### src/lnr_pkg.sv
// ----------------------------------------------------------------------------
// lnr_pkg - shared types and constants for the layer normalization block
// Item structs, command and register codes, and internal datapath widths.
// ----------------------------------------------------------------------------
package lnr_pkg;

  localparam int DATA_WIDTH  = 16;
  localparam int MAX_ROW_DEF = 64;
  localparam int POS_W       = 6;
  localparam int LEN_W       = 7;
  localparam int RECIP_W     = 16;
  localparam int SUM_W       = 24;
  localparam int SUMSQ_W     = 39;
  localparam int VAR_W       = 40;
  localparam int QUO_W       = 49;
  localparam int ROOT_W      = 25;
  localparam int CFG_IDX_W   = 2;

  localparam logic [LEN_W-1:0]   ROW_LENGTH_RST = 7'd64;
  localparam logic [RECIP_W-1:0] RECIP_RST      = 16'd1024;

  localparam logic [CFG_IDX_W-1:0] CFG_ROW_LENGTH = 2'd0;
  localparam logic [CFG_IDX_W-1:0] CFG_RECIP_LEN  = 2'd1;

  localparam logic CMD_LOAD = 1'b0;
  localparam logic CMD_PUSH = 1'b1;

  typedef struct packed {
    logic                          command;
    logic [POS_W-1:0]              position;
    logic signed [DATA_WIDTH-1:0]  data_value;
    logic signed [DATA_WIDTH-1:0]  weight_value;
    logic signed [DATA_WIDTH-1:0]  bias_value;
  } in_item_t;

  typedef struct packed {
    logic signed [DATA_WIDTH-1:0]  out_value;
    logic [POS_W-1:0]              out_position;
    logic                          row_done;
  } out_item_t;

endpackage

### src/lnr_rsqrt.sv
// ----------------------------------------------------------------------------
// lnr_rsqrt - iterative inverse square root
// Forms floor(sqrt(floor(2^48 / v))) with a restoring divider, one quotient
// bit a cycle, followed by a digit-by-digit square root, one root bit a cycle.
// ----------------------------------------------------------------------------
module lnr_rsqrt (
  input  logic                        clk,
  input  logic                        rst_n,
  input  logic                        start,
  input  logic [lnr_pkg::VAR_W-1:0]   operand,
  output logic                        done,
  output logic [lnr_pkg::ROOT_W-1:0]  root
);

  localparam logic [1:0] R_IDLE = 2'd0;
  localparam logic [1:0] R_DIV  = 2'd1;
  localparam logic [1:0] R_SQRT = 2'd2;
  localparam logic [1:0] R_DONE = 2'd3;

  localparam int VW = lnr_pkg::VAR_W;
  localparam int QW = lnr_pkg::QUO_W;
  localparam int RW = lnr_pkg::ROOT_W;
  localparam int XW = 2 * RW;
  localparam int SW = RW + 2;

  logic [1:0]    state_r, state_nxt;
  logic [5:0]    cnt_r, cnt_nxt;
  logic [VW-1:0] div_r, div_nxt;
  logic [VW-1:0] rem_r, rem_nxt;
  logic [QW-1:0] quo_r, quo_nxt;
  logic [XW-1:0] x_r, x_nxt;
  logic [SW-1:0] srem_r, srem_nxt;
  logic [RW-1:0] root_r, root_nxt;

  logic [VW:0]   rem_sh;
  logic [SW+1:0] rem2, trial;

  always_comb begin
    state_nxt = state_r;
    cnt_nxt   = cnt_r;
    div_nxt   = div_r;
    rem_nxt   = rem_r;
    quo_nxt   = quo_r;
    x_nxt     = x_r;
    srem_nxt  = srem_r;
    root_nxt  = root_r;
    rem_sh    = {rem_r, (cnt_r == 6'(QW - 1))};
    rem2      = {srem_r, x_r[XW-1:XW-2]};
    trial     = {1'b0, root_r, 2'b01};
    unique case (state_r)
      R_IDLE: begin
        if (start) begin
          div_nxt   = operand;
          rem_nxt   = '0;
          quo_nxt   = '0;
          cnt_nxt   = 6'(QW - 1);
          state_nxt = R_DIV;
        end
      end
      R_DIV: begin
        if (rem_sh >= {1'b0, div_r}) begin
          rem_nxt = VW'(rem_sh - {1'b0, div_r});
          quo_nxt = {quo_r[QW-2:0], 1'b1};
        end else begin
          rem_nxt = rem_sh[VW-1:0];
          quo_nxt = {quo_r[QW-2:0], 1'b0};
        end
        if (cnt_r == '0) begin
          x_nxt     = XW'(quo_nxt);
          srem_nxt  = '0;
          root_nxt  = '0;
          cnt_nxt   = 6'(RW - 1);
          state_nxt = R_SQRT;
        end else begin
          cnt_nxt = cnt_r - 6'd1;
        end
      end
      R_SQRT: begin
        x_nxt = {x_r[XW-3:0], 2'b00};
        if (rem2 >= trial) begin
          srem_nxt = SW'(rem2 - trial);
          root_nxt = {root_r[RW-2:0], 1'b1};
        end else begin
          srem_nxt = rem2[SW-1:0];
          root_nxt = {root_r[RW-2:0], 1'b0};
        end
        if (cnt_r == '0) begin
          state_nxt = R_DONE;
        end else begin
          cnt_nxt = cnt_r - 6'd1;
        end
      end
      R_DONE: state_nxt = R_IDLE;
      default: state_nxt = R_IDLE;
    endcase
  end

  always_ff @(posedge clk) begin
    if (!rst_n) begin
      state_r <= R_IDLE;
      cnt_r   <= '0;
    end else begin
      state_r <= state_nxt;
      cnt_r   <= cnt_nxt;
    end
    div_r  <= div_nxt;
    rem_r  <= rem_nxt;
    quo_r  <= quo_nxt;
    x_r    <= x_nxt;
    srem_r <= srem_nxt;
    root_r <= root_nxt;
  end

  assign done = (state_r == R_DONE);
  assign root = root_r;

endmodule
### config.mk
export PLATFORM = sky130hd
export DESIGN_NAME = lnr_rsqrt
export DESIGN_NICKNAME = d
export VERILOG_FILES = /design/src/lnr_pkg.sv /design/src/lnr_rsqrt.sv
export SDC_FILE = /design/constraint.sdc
export NUM_CORES = 1
export LEC_CHECK = 0
export BUFFER_PORTS_ARGS = -buffer_cell sky130_fd_sc_hd__buf_2
export CELL_PAD_IN_SITES_DETAIL_PLACEMENT = 0
export CELL_PAD_IN_SITES_GLOBAL_PLACEMENT = 1
export CORE_MARGIN = 4
export CORE_UTILIZATION = 50
export DETAILED_ROUTE_END_ITERATION = 12
export PLACE_DENSITY_LB_ADDON = 0.25
export SYNTH_ARGS = -nofsm -noshare
export SYNTH_HDL_FRONTEND = slang
export SYNTH_SLANG_ARGS = --single-unit
export TNS_END_PERCENT = 50
### constraint.sdc
create_clock -name clk -period 10.6 [get_ports clk]
set_clock_uncertainty 0.1 [all_clocks]
set_input_delay 3.18 -clock clk [delete_from_list [all_inputs] [get_ports clk]]
set_output_delay 3.18 -clock clk [all_outputs]
set_load 0.1 [all_outputs]
==> results.toml <==
[floorplan]
fp.dieW_um = 172.2
rows = 59
initial_core_util_pct = 51.28
die_height_um = 172.2
core_sq_um = 26280
die-area_sq_um = 29640
pin_count = 69

[placement]
place_area_sq_um = 14090
port_buffers = 68
gp_congestion = 0.8409
dp_hpwl_um = 17390

[run_status]
run_status = "finished clean"

[synth]
synth_top_cell_by_area = "edfxtp_1"
synth.top_cells.by_area = "edfxtp_1, ha_1, mux2i_1"
ys_seq_area_share_pct = 52.44
syn_avg_cell_area_sq_um = 11.37
synth_top_cell_area_share_pct = 51.25
synth_top_cells_by_count = "edfxtp_1, nor2_1, inv_1"
yosysMostFrequentCell = "edfxtp_1"
synth_edf_count = 230
synth_warnings = 0
syn-cell-area_sq_um = 13480
synth_ff_type = "edfxtp_1"
synth-async-reset-ratio_pct = 0
ys_types = 83
syn_nets = 1302
synth-seq-cells = 238
syn_inst = 1185

[global_routing]
busiest_layer = "met2"
met2_usage_pct = 26.95
grtUsageMet3_pct = 2.743
grt_pass1_wl_um = 43010
met1_usage_pct = 26.45
grt_pass1_vias = 8530
grt_max_degree = 74
grt_overflow = 0
grt_usage_pct = 17.47
antenna_found_initial = 1

[routing]
via_per_inst = 5.557
wl_per_cell_um = 16.41
first_pass_iters = 5
vias = 8874
first_iter_violations = 690
totalWireLength_um = 26200
drtAntennaViolNets = 0
drc = 0

[sta]
fin_crit_sh_pct = 51.18
rsz0062_at_grt = "false"
finalHoldViolCount = 0
max_slew_margin_pct = 13.93
setup_viol = 0
tightest_slew_ns = 1.258
tns_ns = 0
period_minus_slack_ns = 5.425
report.final.slew_viol_count = 0
fmax_mhz = 184.3

[cells_and_area]
fin_util_pct = 56.88
fill_cells = 2263
layout-drive-gt1-share_pct = 15.21
diodes = 0
syn2layout_area_growth_pct = 10.92
fin_nets = 1359
final_area_sq_um = 14950

[worst_setup_path]
crit_required_ns = 10.65
worstSetupEndpointType = "flop"
critPathLaunchType = "primary input"
crit_type = "primary input to flop"
path_max_fanout = 73
cp.arrival_ns = 5.47

[clock_tree]
cts_tree = "built"
path_clk_slew_ns = 0.06
insertion_delay_ns = 0.55
cts_root_buffer = "clkbuf_16"
h-tree-depth = 1
clockBufferDepth = 3
ctsResizeCount = 0
post_cts_buffers = 0
cts_buffers = 26
holdBufCountCts = 0
numClockSinks = 238

[hold_path]
hp-class = "flop to flop"

[run]
maxCapViolCount = 0
==> cells by family (layout without fill, tap and decap cells) <==
group / after synthesis / in the layout / share of synthesized area (%)
DFF: 238 / 238 / 52.44
buffers and inverters: 141 / 218 / 4.336
xor gates and xnor gates: 55 / 55 / 3.574
adders and majority gates: 74 / 74 / 6.926
and+or+nand+nor: 335 / 335 / 12.44
muxes: 104 / 104 / 8.179
AOI/OAI and AO/OA: 238 / 238 / 12.11
==> critical path: stages <==
cell and delay [ns]:
buf_2 0.09, and2_2 0.79, o21bai_4 0.44, buf_4 0.85
==> cells in the final DEF, fill, tap and decap left out, types with 4 or more instances in the layout <==
cell,synthesis,routed
xor2_1,11,11
clkbuf_16,0,26
nand3_1,15,15
mux2i_1,55,55
edfxtp_1,230,230
nand2b_1,11,11
inv_1,91,91
nand2_1,58,58
o31ai_1,5,5
nor2b_1,14,14
and3_1,4,4
and2_1,56,55
a31oi_1,8,8
nand3b_1,4,4
a21o_1,25,25
o21ai_1,7,7
a211oi_2,4,4
a211oi_1,10,10
xnor2_1,44,44
ha_1,73,72
o21ai_0,33,32
buf_4,6,9
o21a_1,8,8
clkbuf_1,26,10
buf_2,8,68
mux2_2,48,48
dfxtp_1,8,8
nand4_1,11,11
a211o_1,5,5
nor3_1,19,19
o21bai_1,9,8
a21oi_1,78,78
nor2_1,115,115
==> path summary, 6_finish.rpt <==
path	start	endpoint	slack, ns	depth (start not counted)
setup / recovery	start	rem_r[37]	5.17	4
setup reg to reg	cnt_r[0]	rem_r[36]	6.28	15
hold / removal	x_r[47]	x_r[49]	0.43	1
hold reg to reg	x_r[47]	x_r[49]	0.43	1
==> layout make-up <==
type                            instances  area (sq um)  share of cell area [%]
Multi-Input combinational cell        806          5852                   39.15
Timing Repair Buffer                   77         407.9                   2.729
Clock inverter                          9         123.9                  0.8287
Tap cell                              335         419.2                   2.804
Inverter                               93         349.1                   2.335
Clock buffer                           39         729.5                   4.880
Sequential cell                       238          7067                   47.28
==> metal layers <==
| metal | share of wire [%] | vias to the layer above |
|---|---|---|
| met1 | 50 | 4244 |
| met3 | 4.6 | 29 |
| li1 | - | 4430 |
| met4 | 1.6 | 2 |
| met5 | 0.027 | - |
| met2 | 44 | 169 |
==> sequential cells by signal (all words and copies together), names as in the netlist <==
signal and count:
cnt_r 6, div_r 40, quo_r 48, rem_r 40, root 25, srem_r 27, state_r 2, x_r 50
==> through the flow <==
stage          setup WS, ns  hold slack, ns  instances
2_1_floorplan         1.670          0.4026       1185
3_3_place_gp          4.637          0.4164       1549
3_5_place_dp          4.545          0.4153       1549
4_1_cts               5.126          0.4293       1597
5_1_grt               5.026          0.4447       1597
6_report              5.175          0.4254       1597
Power is left out: the tool's default activity adds up to more than one toggle a clock period on the data nets, which glitch-free logic cannot reach.
